[src/bpmc_pkg.sv]
// Shared types and constants for the button press to MIDI control-change block.
// No dependencies; imported by bpmc_button, button_press_to_midi_cc and the testbench.
package bpmc_pkg;

    localparam int LEVEL_W  = 6;
    localparam int CC_W     = 7;
    localparam int CC_MAP_W = 42;
    localparam int DEB_W    = 10;
    localparam int LONG_W   = 12;
    localparam int MIN_W    = 10;
    localparam int STABLE_W = 11;
    localparam int PRESS_W  = 13;
    localparam int BTN_W    = 3;
    localparam int KIND_W   = 3;
    localparam int STATUS_W = 8;
    localparam int CHAN_W   = 4;
    localparam int CFG_IDX_W = 8;

    localparam logic [STABLE_W-1:0] STABLE_MAX = '1;
    localparam logic [PRESS_W-1:0]  PRESS_MAX  = '1;
    localparam logic [STATUS_W-1:0] CC_STATUS  = 8'hB0;
    localparam logic [CC_W-1:0]     CC_VALUE   = 7'h7F;

    localparam logic [CC_MAP_W-1:0] CC_MAP_RST   = 42'd207509045505;
    localparam logic [DEB_W-1:0]    DEBOUNCE_RST = 10'd100;
    localparam logic [LONG_W-1:0]   LONG_RST     = 12'd1000;
    localparam logic [MIN_W-1:0]    MIN_RST      = 10'd30;

    // configuration register indexes
    localparam logic [CFG_IDX_W-1:0] REG_CC_MAP   = 8'd0;
    localparam logic [CFG_IDX_W-1:0] REG_DEBOUNCE = 8'd1;
    localparam logic [CFG_IDX_W-1:0] REG_LONG     = 8'd2;
    localparam logic [CFG_IDX_W-1:0] REG_MIN      = 8'd3;

    // buttons with special roles
    localparam int BTN_CHAN_DOWN = 4;
    localparam int BTN_CHAN_UP   = 5;

    typedef enum logic [KIND_W-1:0] {
        EV_CC_SENT   = 3'd0,
        EV_CC_DROP   = 3'd1,
        EV_PAIRING   = 3'd2,
        EV_BATTERY   = 3'd3,
        EV_CHAN_DOWN = 3'd4,
        EV_CHAN_UP   = 3'd5
    } kind_t;

    typedef struct packed {
        logic [DEB_W-1:0]  debounce;
        logic [LONG_W-1:0] long_ticks;
        logic [MIN_W-1:0]  min_ticks;
    } btn_cfg_t;

    // per-button status for the current tick
    typedef struct packed {
        logic held;       // held flag before this tick
        logic held_next;  // held flag after this tick
        logic rel;        // accepted release, not discarded
        logic is_long;    // release duration at or above long threshold
    } btn_stat_t;

    typedef struct packed {
        kind_t                kind;
        logic [STATUS_W-1:0]  status;
        logic [CC_W-1:0]      control;
        logic [CC_W-1:0]      data_value;
        logic [CHAN_W-1:0]    channel;
    } ev_t;

endpackage

[src/button_press_to_midi_cc.sv]
// Top level: button press detector turning debounced releases into MIDI CC, pairing, battery and channel events.
// Depends on bpmc_pkg and bpmc_button.
//
//  channel | direction | handshake          | content
//  s       | in        | s_tvalid/s_tready  | one tick: button levels, link flag
//  m       | out       | m_tvalid/m_tready  | one event, tlast on final event of tick
//  cfg     | in        | cfg_valid/cfg_ready| register write, always ready
//
// A tick goes from the input register through combinational logic into an event
// bank of NUM_BUTTONS slots. The bank then drains one event per cycle while
// m_tready is high, so a tick with n events gives n output beats; one with none
// passes through without using the output.
// The next tick loads in the cycle its predecessor's last event is taken; input
// stalls only while both the input register and the bank are busy.
// Reset is asynchronous, active low; no clearing pass is needed.
module button_press_to_midi_cc
    import bpmc_pkg::*;
#(
    parameter int NUM_BUTTONS = 6,
    parameter int MAX_CHANNEL = 9
)
(
    input  logic                 clk,
    input  logic                 rst_n,
    input  logic                 s_tvalid,
    output logic                 s_tready,
    input  logic [7:0]           s_tdata,    // button_levels[5:0], connected[6], zero[7]
    output logic                 m_tvalid,
    input  logic                 m_tready,
    output logic [31:0]          m_tdata,    // button[2:0], status_byte[10:3],
                                             // control[17:11], data_value[24:18],
                                             // channel[28:25], zero[31:29]
    output logic [KIND_W-1:0]    m_tuser,    // event_kind[2:0]
    output logic                 m_tlast,
    input  logic                 cfg_valid,
    output logic                 cfg_ready,
    input  logic [CFG_IDX_W-1:0] cfg_index,
    input  logic [CC_MAP_W-1:0]  cfg_data
);

    localparam int CH_W  = $clog2(MAX_CHANNEL + 1);
    localparam int SEL_W = $clog2(NUM_BUTTONS);
    localparam logic [CH_W-1:0] CH_MAX = CH_W'(MAX_CHANNEL);
    localparam logic [CH_W-1:0] CH_ONE = CH_W'(1);

    // configuration
    logic [CC_MAP_W-1:0] cc_map_reg;
    btn_cfg_t            bcfg_reg;

    // input register
    logic               in_valid_reg;
    logic               in_valid_next;
    logic [LEVEL_W-1:0] in_levels_reg;
    logic               in_conn_reg;

    // event bank and channel
    logic [NUM_BUTTONS-1:0] ev_valid_reg;
    logic [NUM_BUTTONS-1:0] ev_valid_next;
    logic [NUM_BUTTONS-1:0] ev_mask_new;
    logic [NUM_BUTTONS-1:0] rest_mask;
    ev_t                    ev_slot_reg [NUM_BUTTONS];
    ev_t                    ev_new      [NUM_BUTTONS];
    logic [CH_W-1:0]        chan_reg;
    logic [CH_W-1:0]        chan_next;

    btn_stat_t        stat [NUM_BUTTONS];
    logic [SEL_W-1:0] sel;
    logic             in_accept;
    logic             out_accept;
    logic             bank_load;
    ev_t              ev_out;

    assign cfg_ready = 1'b1;

    always_ff @(posedge clk or negedge rst_n)
    begin
        if (!rst_n)
        begin
            cc_map_reg          <= CC_MAP_RST;
            bcfg_reg.debounce   <= DEBOUNCE_RST;
            bcfg_reg.long_ticks <= LONG_RST;
            bcfg_reg.min_ticks  <= MIN_RST;
        end
        else if (cfg_valid)
        begin
            case (cfg_index)
                REG_CC_MAP:   cc_map_reg          <= cfg_data;
                REG_DEBOUNCE: bcfg_reg.debounce   <= cfg_data[DEB_W-1:0];
                REG_LONG:     bcfg_reg.long_ticks <= cfg_data[LONG_W-1:0];
                REG_MIN:      bcfg_reg.min_ticks  <= cfg_data[MIN_W-1:0];
                default:      ;
            endcase
        end
    end

    // per-button debounce and timing
    for (genvar gi = 0; gi < NUM_BUTTONS; gi++)
    begin : g_btn
        logic lvl;
        if (gi < LEVEL_W)
        begin : g_pin
            assign lvl = in_levels_reg[gi];
        end
        else
        begin : g_nopin
            assign lvl = 1'b0;
        end

        bpmc_button u_btn (
            .clk   (clk),
            .rst_n (rst_n),
            .load  (bank_load),
            .level (lvl),
            .cfg   (bcfg_reg),
            .stat  (stat[gi])
        );
    end

    // event generation, buttons in index order
    always_comb
    begin
        logic [CH_W-1:0] ch;
        logic [3:0]      hv;
        ch          = chan_reg;
        ev_mask_new = '0;
        for (int i = 0; i < NUM_BUTTONS; i++)
        begin
            // earlier buttons already updated this tick, the rest not yet
            for (int j = 0; j < 4; j++)
            begin
                hv[j] = (j < i) ? stat[j].held_next : stat[j].held;
            end
            ev_new[i].kind       = EV_CC_SENT;
            ev_new[i].status     = '0;
            ev_new[i].control    = '0;
            ev_new[i].data_value = '0;
            if (stat[i].rel)
            begin
                if (stat[i].is_long)
                begin
                    if (i == BTN_CHAN_DOWN)
                    begin
                        ch             = (ch <= CH_ONE) ? CH_MAX : ch - CH_ONE;
                        ev_new[i].kind = EV_CHAN_DOWN;
                        ev_mask_new[i] = 1'b1;
                    end
                    else if (i == BTN_CHAN_UP)
                    begin
                        ch             = (ch >= CH_MAX) ? CH_ONE : ch + CH_ONE;
                        ev_new[i].kind = EV_CHAN_UP;
                        ev_mask_new[i] = 1'b1;
                    end
                end
                else if (hv[0] && hv[1])
                begin
                    ev_new[i].kind = EV_PAIRING;
                    ev_mask_new[i] = 1'b1;
                end
                else if (hv[2] && hv[3])
                begin
                    ev_new[i].kind = EV_BATTERY;
                    ev_mask_new[i] = 1'b1;
                end
                else
                begin
                    ev_new[i].kind       = in_conn_reg ? EV_CC_SENT : EV_CC_DROP;
                    ev_new[i].status     = CC_STATUS | {4'b0000, 4'(ch - CH_ONE)};
                    ev_new[i].control    = CC_W'(cc_map_reg >> (CC_W * i));
                    ev_new[i].data_value = CC_VALUE;
                    ev_mask_new[i]       = 1'b1;
                end
            end
            ev_new[i].channel = CHAN_W'(ch);
        end
        chan_next = ch;
    end

    // output selection: lowest pending slot
    always_comb
    begin
        sel = '0;
        for (int k = NUM_BUTTONS - 1; k >= 0; k--)
        begin
            if (ev_valid_reg[k])
            begin
                sel = SEL_W'(k);
            end
        end
        rest_mask      = ev_valid_reg;
        rest_mask[sel] = 1'b0;
        ev_out         = ev_slot_reg[sel];
    end

    assign m_tvalid   = |ev_valid_reg;
    assign m_tlast    = (rest_mask == '0);
    assign m_tuser    = ev_out.kind;
    assign m_tdata    = {3'b000, ev_out.channel, ev_out.data_value, ev_out.control,
                         ev_out.status, BTN_W'(sel)};
    assign out_accept = m_tvalid && m_tready;
    assign bank_load  = in_valid_reg && (!m_tvalid || (m_tready && rest_mask == '0));
    assign s_tready   = !in_valid_reg || bank_load;
    assign in_accept  = s_tvalid && s_tready;

    always_comb
    begin
        in_valid_next = in_valid_reg;
        if (in_accept)
        begin
            in_valid_next = 1'b1;
        end
        else if (bank_load)
        begin
            in_valid_next = 1'b0;
        end

        ev_valid_next = ev_valid_reg;
        if (bank_load)
        begin
            ev_valid_next = ev_mask_new;
        end
        else if (out_accept)
        begin
            ev_valid_next = rest_mask;
        end
    end

    always_ff @(posedge clk or negedge rst_n)
    begin
        if (!rst_n)
        begin
            in_valid_reg <= 1'b0;
            ev_valid_reg <= '0;
            chan_reg     <= CH_ONE;
        end
        else
        begin
            in_valid_reg <= in_valid_next;
            ev_valid_reg <= ev_valid_next;
            if (bank_load)
            begin
                chan_reg <= chan_next;
            end
        end
    end

    always_ff @(posedge clk)
    begin
        if (in_accept)
        begin
            in_levels_reg <= s_tdata[LEVEL_W-1:0];
            in_conn_reg   <= s_tdata[LEVEL_W];
        end
        if (bank_load)
        begin
            for (int i = 0; i < NUM_BUTTONS; i++)
            begin
                ev_slot_reg[i] <= ev_new[i];
            end
        end
    end

`ifndef SYNTHESIS
    a_chan_range: assert property (@(posedge clk) disable iff (!rst_n)
        chan_reg >= CH_ONE && chan_reg <= CH_MAX)
        else $error("channel out of range");

    a_load_when_drained: assert property (@(posedge clk) disable iff (!rst_n)
        bank_load |-> (ev_valid_reg == '0 || (m_tready && $onehot(ev_valid_reg))))
        else $error("event bank reloaded with events pending");

    a_last_single: assert property (@(posedge clk) disable iff (!rst_n)
        (m_tvalid && m_tlast) |-> $onehot(ev_valid_reg))
        else $error("last flag with more events pending");

    a_drain_one: assert property (@(posedge clk) disable iff (!rst_n)
        (out_accept && !bank_load) |=>
            $countones(ev_valid_reg) == $countones($past(ev_valid_reg)) - 1)
        else $error("event bank did not drop exactly one event");
`endif

endmodule

[src/bpmc_button.sv]
// Debounce and press timer for one button.
// Depends on bpmc_pkg.
module bpmc_button
    import bpmc_pkg::*;
(
    input  logic      clk,
    input  logic      rst_n,
    input  logic      load,
    input  logic      level,
    input  btn_cfg_t  cfg,
    output btn_stat_t stat
);

    logic                last_level_reg;
    logic [STABLE_W-1:0] stable_reg;
    logic                held_reg;
    logic [PRESS_W-1:0]  press_reg;

    logic [STABLE_W-1:0] stable_next;
    logic [PRESS_W-1:0]  press_inc;
    logic [PRESS_W-1:0]  press_next;
    logic                held_next;
    logic                accept_lvl;
    logic                release_hit;

    always_comb
    begin
        press_inc = press_reg;
        if (held_reg && press_reg != PRESS_MAX)
        begin
            press_inc = press_reg + PRESS_W'(1);
        end

        if (level != last_level_reg)
        begin
            stable_next = '0;
        end
        else if (stable_reg != STABLE_MAX)
        begin
            stable_next = stable_reg + STABLE_W'(1);
        end
        else
        begin
            stable_next = stable_reg;
        end

        accept_lvl  = stable_next > STABLE_W'(cfg.debounce);
        press_next  = press_inc;
        held_next   = held_reg;
        release_hit = 1'b0;
        if (accept_lvl && !level && !held_reg)
        begin
            held_next  = 1'b1;
            press_next = '0;
        end
        else if (accept_lvl && level && held_reg)
        begin
            held_next   = 1'b0;
            release_hit = 1'b1;
        end

        stat.held      = held_reg;
        stat.held_next = held_next;
        stat.rel       = release_hit && (press_inc >= PRESS_W'(cfg.min_ticks));
        stat.is_long   = press_inc >= PRESS_W'(cfg.long_ticks);
    end

    always_ff @(posedge clk or negedge rst_n)
    begin
        if (!rst_n)
        begin
            last_level_reg <= 1'b1;
            stable_reg     <= '0;
            held_reg       <= 1'b0;
            press_reg      <= '0;
        end
        else if (load)
        begin
            last_level_reg <= level;
            stable_reg     <= stable_next;
            held_reg       <= held_next;
            press_reg      <= press_next;
        end
    end

endmodule

[config.mk]
export PLATFORM = sky130hd
export DESIGN_NAME = button_press_to_midi_cc
export DESIGN_NICKNAME = d
export VERILOG_FILES = /design/src/bpmc_pkg.sv /design/src/button_press_to_midi_cc.sv /design/src/bpmc_button.sv
export SDC_FILE = /design/constraint.sdc
export NUM_CORES = 1
export LEC_CHECK = 0
export BUFFER_PORTS_ARGS = -buffer_cell sky130_fd_sc_hd__buf_2
export CORE_MARGIN = 4
export CORE_UTILIZATION = 45
export CTS_CLUSTER_DIAMETER = 150
export CTS_CLUSTER_SIZE = 14
export DETAILED_ROUTE_END_ITERATION = 16
export GPL_ROUTABILITY_DRIVEN = 0
export SLEW_MARGIN = 10
export SYNTH_ARGS = -nofsm -noshare
export SYNTH_HDL_FRONTEND = slang
export SYNTH_HIERARCHICAL = 1
export SYNTH_SLANG_ARGS = --single-unit
[constraint.sdc]
create_clock -name clk -period 5.3 [get_ports clk]
set_clock_uncertainty 0.2 [all_clocks]
set_input_delay 1.06 -clock clk [delete_from_list [all_inputs] [get_ports clk]]
set_output_delay 1.06 -clock clk [all_outputs]
set_load 0.01 [all_outputs]
==> results of run 1 <==
## cell type report
class                      count  area, sq um  area share (%)
timing repair buffer         131          806            3.11
tap                          688          861            3.32
clock buffer                  49          779            3.01
sequential                   346         9220            35.6
antenna                        2         5.00          0.0193
clock inverter                 2         60.1           0.232
multi-input combinational   1829        13300            51.3
inverter                     233          875            3.38
## final timing paths
check	startpoint	end	cells past startpoint
setup / recovery	g_btn[5].u_btn/press_reg[0]$_DFFE_PN0P_	chan_reg[1]$_DFFE_PN0P_	16
hold / removal	rst_n	g_btn[3].u_btn/stable_reg[3]$_DFFE_PN0P_	1
setup reg to reg	g_btn[5].u_btn/press_reg[0]$_DFFE_PN0P_	chan_reg[1]$_DFFE_PN0P_	16
hold reg to reg	cc_map_reg[2]$_DFFE_PN0P_	cc_map_reg[2]$_DFFE_PN0P_	1
max in group asynchronous	rst_n	cc_map_reg[30]$_DFFE_PN1P_	2
min in group clk	cc_map_reg[2]$_DFFE_PN0P_	cc_map_reg[2]$_DFFE_PN0P_	1
## metrics by stage
stage	instances	setup slack, ns
after floorplan	2531	0.573
after global placement	3227	0.205
after detailed placement	3227	0.166
after CTS	3278	0.134
after global routing	3280	0.0132
final	3280	0.310
## placed cells by master, fill, tap and decap left out, types with 25 or more instances in the layout
cell       instances
inv_1            229
a211oi_1          46
edfxtp_1         105
and2_1            53
a21o_1            27
clkbuf_16         28
nand3_1           99
xnor2_1           66
buf_2             94
dfstp_2           29
nand4_1           37
xor2_1            78
nand2_1          177
o21ai_0           90
mux2_2           104
ha_1             209
dfrtp_1          210
buf_4             32
nor3_1            33
nor2b_1           29
a21oi_1          121
mux2i_1           25
nor2_1           250
## metal layers
metal / global-route usage (%) / vias up / wire length, um
met2: 36.0 / 427 / 29200
met4: 7.19 / 0 / 2180
met1: 28.4 / 9056 / 27600
met3: 2.58 / 104 / 2850
met5: 0 / - / 0
li1: - / 9031 / -
## what timing repair did
action                                  CTS  global route
endpoints found under the setup margin    0             8
resized for setup                         0            10
hold buffers                              0             0
hold endpoints to repair                  0             0
## worst max-delay path: stages (launching register included)
cell and delay (ns):
dfrtp_1 0.44, ha_1 0.24, nand3_2 0.12, or4_1 0.58
nand2_1 0.21, mux2_1 0.40, ha_1 0.29, a211o_1 0.11
o2111ai_1 0.11, nand2_1 0.08, a31oi_1 0.07, o21ai_0 0.72
nand2_1 0.31, clkinv_1 0.26, o211ai_1 0.18, o221a_2 0.29
mux2_2 0.26
## power by group
group	total (mW)	switching, mW	leakage, nW	internal [mW]
sequential	4.28	0.645	4.25	3.63
combinational	6.89	4.29	6.65	2.60
clock	2.06	1.01	0.395	1.05
==> summary.md, run 1 <==
| Metric | Value |
|---|---|
| Status | `finished, final reports clean` |
| Total Power | `13.2 mW` |
| Max FFs per register | `98` |
| Final Routed Wirelength | `61.8 mm` |
| Iteration-0 DRC Markers | `1120` |
| Slew Limit Fails | `0` |
| Worst path arrival time | `5.27 ns` |
| CP Launch Type | `register` |
| WHS | `0.280 ns` |
| Cell Pwr Density | `510 nW/um^2` |
| Fin. Hold Viols | `0` |
| Max-Cap Viols | `0` |
| Total track usage | `21.3%` |
| Area growth syn-to-layout | `7.85%` |
| Worst-Skew Late Latency | `0.61 ns` |
| DP Wirelength | `44.1 mm` |
| # port buffers | `95` |
| Clock sinks | `346` |
| Die H | `239 um` |
| Yosys warns | `6` |
| Final setup vio count | `0` |
| H-Tree Depth | `1` |
| Boundary pin count | `102` |
| Design area | `25900 sq um` |
| Post-Syn Instances | `2528` |
| Vias | `18600` |
| CTS Buffer Depth | `3` |
| Clk root buf | `clkbuf_16` |
| FF-to-FF setup slack | `0.31 ns` |
| Global-route wire length before repair | `98.7 mm` |
| Post-Syn Area | `24000 sq um` |
| Wire per inst | `18.8 um` |
| Clock transition at the registers of the reported paths | `0.07 ns` |
| Fin crit period | `4.99 ns` |
| Final TNS setup | `0 ns` |
| Post-synthesis area per instance | `9.50 sq um` |
| DRC viols | `0` |
| Vias in the first global route | `18400` |
| Layout net count | `2841` |
| Core area | `52700 sq um` |
| Tcrit/Tclk final | `94.1%` |
| Vias/cell | `5.68` |
| Starting density of the core | `45.6%` |
| Share of post-route cells with drive strength above 1 | `15.1%` |
| Final ANT Viol Nets | `0` |
| Fmax | `200 MHz` |
| Leakage | `11.3 nW` |
| Crit Path Class | `register to register` |
| Relative slew slack | `38.6%` |
| Critical path fanouts, max | `9` |
| Peak supply drop | `0.000358 V` |
| Die X | `239 um` |
| Worst Path Required | `5.58 ns` |
| Worst Tran Pin Value | `0.912 ns` |
| CTS tree | `built` |
| Placed Instance Area | `25000 sq um` |
| Total CTS buffers | `28` |
| Number of antenna violations at the first check in global routing | `3` |
| Largest net degree at the start of global routing | `103` |
| Hold WC Path Type | `input port to asynchronous set/reset pin` |
| GRT overflow | `0` |
| RSZ-0062 raised after global routing | `false` |
| Area of the die | `57100 sq um` |
| Final Util | `49.2%` |
| Fillers | `4860` |
| Crit end category | `register` |
| Drt first pass iters | `5` |
| Site row count | `84` |
| Post-CTS Setup Bufs | `0` |
No activity file was read; power rests on OpenSTA's default activity.
==> run 2, diff against run 1 <==
--- a/config.mk
+++ b/config.mk
@@ -12,8 +12,8 @@
 export CTS_CLUSTER_SIZE = 14
 export DETAILED_ROUTE_END_ITERATION = 16
 export GPL_ROUTABILITY_DRIVEN = 0
-export SLEW_MARGIN = 10
+export HOLD_SLACK_MARGIN = 0.03
+export SLEW_MARGIN = 15
 export SYNTH_ARGS = -nofsm -noshare
 export SYNTH_HDL_FRONTEND = slang
-export SYNTH_HIERARCHICAL = 1
 export SYNTH_SLANG_ARGS = --single-unit
==> summary.md, run 2 <==
| Metric | Value |
|---|---|
| Critical path fanouts, max | `8` |
| Clock transition at the registers of the reported paths | `0.07 ns` |
| Final ANT Viol Nets | `0` |
| Fillers | `4421` |
| Post-synth top area cell | `dfrtp_1` |
| Peak supply drop | `0.000296 V` |
| Die X | `228 um` |
| Most frequent cell after synthesis | `nand2_1` |
| Worst Path Required | `5.45 ns` |
| Reg2reg path depth | `19` |
| Clk root buf | `clkbuf_16` |
| Crit end category | `register` |
| Total track usage | `21.8%` |
| Sequential cell area fraction in the yosys report | `42.3%` |
| H-Tree Depth | `1` |
| Max FFs per register | `98` |
| Area of the die | `52100 sq um` |
| Dpl cells | `2943` |
| Site row count | `80` |
| Yosys warns | `0` |
| CTS tree | `built` |
| Post-synthesis area per instance | `9.57 sq um` |
| Hold WC Path Type | `input port to asynchronous set/reset pin` |
| Clock network power share | `17.9%` |
| Fin. Hold Viols | `0` |
| Iteration-0 DRC Markers | `1052` |
| Clock sinks | `346` |
| Worst-Skew Late Latency | `0.61 ns` |
| Leakage | `10.9 nW` |
| FF-to-FF setup slack | `0.37 ns` |
| Gate power share | `48.6%` |
| Share of post-route cells with drive strength above 1 | `12.7%` |
| Flop pwr share | `33.6%` |
| Wire per inst | `19.4 um` |
| WHS | `0.257 ns` |
| RSZ-0062 raised after global routing | `false` |
| Die H | `228 um` |
| Setup ws final | `0.370 ns` |
| CP Cell Sequence | `ha_1 -> inv_1 -> nor2_1 -> and3_1 -> nand2_1 -> nand4_1 -> xor2_1 -> nor2_1 -> ha_1 -> a21oi_1 -> nor2b_1 -> o311ai_0 -> a21oi_1 -> a211oi_2 -> mux2i_2 -> and3_1 -> or3_1 -> inv_2 -> and2_1` |
| Relative slew slack | `37.2%` |
| Antenna fix cells | `0` |
| Most frequent cells in the layout | `nand2_1, dfrtp_1, ha_1` |
| CP Launch Type | `register` |
| Slew Limit Fails | `0` |
| Post-route insts no fill | `2995` |
| Fin crit period | `4.93 ns` |
| Internal | `6.59 mW` |
| Netlist cell types | `85` |
| Starting density of the core | `45.6%` |
| Worst Tran Pin Value | `0.933 ns` |
| Boundary pin count | `102` |
| Commonest cells in the netlist | `nand2_1, dfrtp_1, ha_1` |
| Vias/cell | `5.73` |
| Placed Instance Area | `23100 sq um` |
| Fmax | `203 MHz` |
| Number of antenna violations at the first check in global routing | `2` |
| Worst path arrival time | `5.08 ns` |
| Total CTS buffers | `28` |
| Status | `finished, final reports clean` |
| Synth Flop Type | `dfrtp_1` |
| Max-Cap Viols | `0` |
| Area growth syn-to-layout | `9.85%` |
| Crit Path Class | `register to register` |
| DP Wirelength | `42.0 mm` |
| Layout net count | `2630` |
| Pre-CTS WS | `0.306 ns` |
| Synth area leaders | `dfrtp_1, edfxtp_1, ha_1` |
| Final TNS setup | `0 ns` |
| Post-Syn Area | `21800 sq um` |
| Vias | `17100` |
| # port buffers | `95` |
| Switching share of total power | `43.3%` |
| Tcrit/Tclk final | `93.0%` |
| Vias in the first global route | `17100` |
| Global-route wire length before repair | `93.1 mm` |
| CTS Buffer Depth | `3` |
| Design area | `24000 sq um` |
| Switching pwr | `5.03 mW` |
| Largest net degree at the start of global routing | `119` |
| Slowest-stage cell, CP | `a211oi_2` |
| Ys async rst share | `69.7%` |
| Peak per-stage delay on the critical path | `0.44 ns` |
| Cell Pwr Density | `485 nW/um^2` |
| Top cell type's share of synthesized area | `24.3%` |
| GRT overflow | `0` |
| Drt first pass iters | `5` |
| Core area | `47800 sq um` |
| RR Startpoint | `g_btn[2].u_btn.stable_reg[0]$_DFFE_PN0P_` |
| CTS Hold Buffers Added | `0` |
| Number of synthesized flops with an enable pin | `105` |
| Final Routed Wirelength | `58.1 mm` |
| Critical R2R Capture | `ev_slot_reg[4][14]$_SDFFCE_PP0P_` |
| Seq cells post-synth | `346` |
| DRC viols | `0` |
| Most common cell after layout, fill and taps aside | `nand2_1` |
| Final setup vio count | `0` |
| Post-Syn Instances | `2279` |
==> run 2: cell families after synthesis <==
kind of cell | Yosys count | synth area share [%]
and+or+nand+nor | 847 | 18.0
AOI/OAI and AO/OA | 465 | 14.0
DFF | 346 | 42.3
adders and majority gates | 210 | 12.0
buffers and inverters | 184 | 3.48
xor gates and xnor gates | 124 | 4.98
muxes | 101 | 5.11
other | 2 | 0.0344
==> run 2: area by class of cell <==
type,instances,area [sq um],share of cell area (%)
clock inverter,2,60.1,0.251
tap,615,769,3.21
sequential,346,9220,38.5
multi-input combinational,1752,11900,49.7
timing repair buffer,141,881,3.68
clock buffer,50,783,3.27
inverter,89,339,1.42
==> run 2: repair_timing <==
item / 4_1_cts / 5_1_grt
setup buffers: 0 / 0
resized for setup: 0 / 4
setup endpoints to repair: 0 / 23
==> run 2: layer usage <==
metal / wire length, um / global-route usage (%)
met5: 26 / 0
met4: 1710 / 6.70
met1: 26100 / 29.3
met3: 2660 / 3.01
met2: 27500 / 36.9
==> run 2: how the worst max path moves through the flow <==
stage	to	slack, ns	startpoint	depth (start not counted)
5_1_grt	ev_slot_reg[4][13]$_SDFFCE_PP0P_	0.02	g_btn[2].u_btn.stable_reg[0]$_DFFE_PN0P_	20
4_1_cts	chan_reg[0]$_DFFE_PN1P_	0.27	g_btn[4].u_btn.press_reg[10]$_DFFE_PN0P_	18
3_5_place_dp	chan_reg[0]$_DFFE_PN1P_	0.31	g_btn[4].u_btn.press_reg[10]$_DFFE_PN0P_	18
6_report	ev_slot_reg[4][14]$_SDFFCE_PP0P_	0.37	g_btn[2].u_btn.stable_reg[0]$_DFFE_PN0P_	19
2_1_floorplan	chan_reg[0]$_DFFE_PN1P_	0.75	g_btn[4].u_btn.press_reg[10]$_DFFE_PN0P_	17
3_3_place_gp	chan_reg[0]$_DFFE_PN1P_	0.34	g_btn[4].u_btn.press_reg[10]$_DFFE_PN0P_	17
==> run 2: stage by stage <==
stage / utilization (%) / power [mW]
6_report: 50.1 / 11.6
5_1_grt: 50.1 / 12.5
4_1_cts: 50.0 / 11.7
3_5_place_dp: 48.3 / 9.54
3_3_place_gp: 48.3 / 9.42
2_1_floorplan: - / 7.70
==> run 2: worst max-delay path, delay by kind of cell (launching register included) <==
family | cells | cell delay [ns]
DFF | 1 | 0.43
buffers and inverters | 2 | 0.19
muxes | 1 | 0.38
and+or+nand+nor | 9 | 1.73
xor gates and xnor gates | 1 | 0.15
adders and majority gates | 2 | 0.52
AOI/OAI and AO/OA | 4 | 1.06
==> run 2: power groups by stage <==
stage | clock network (mW) | registers [mW] | logic [mW]
6_report | 2.07 | 3.90 | 5.64
5_1_grt | 2.22 | 3.98 | 6.28
4_1_cts | 2.14 | 3.90 | 5.63
3_5_place_dp | 0 | 3.94 | 5.60
3_3_place_gp | 0 | 3.92 | 5.49
2_1_floorplan | 0 | 3.77 | 3.93
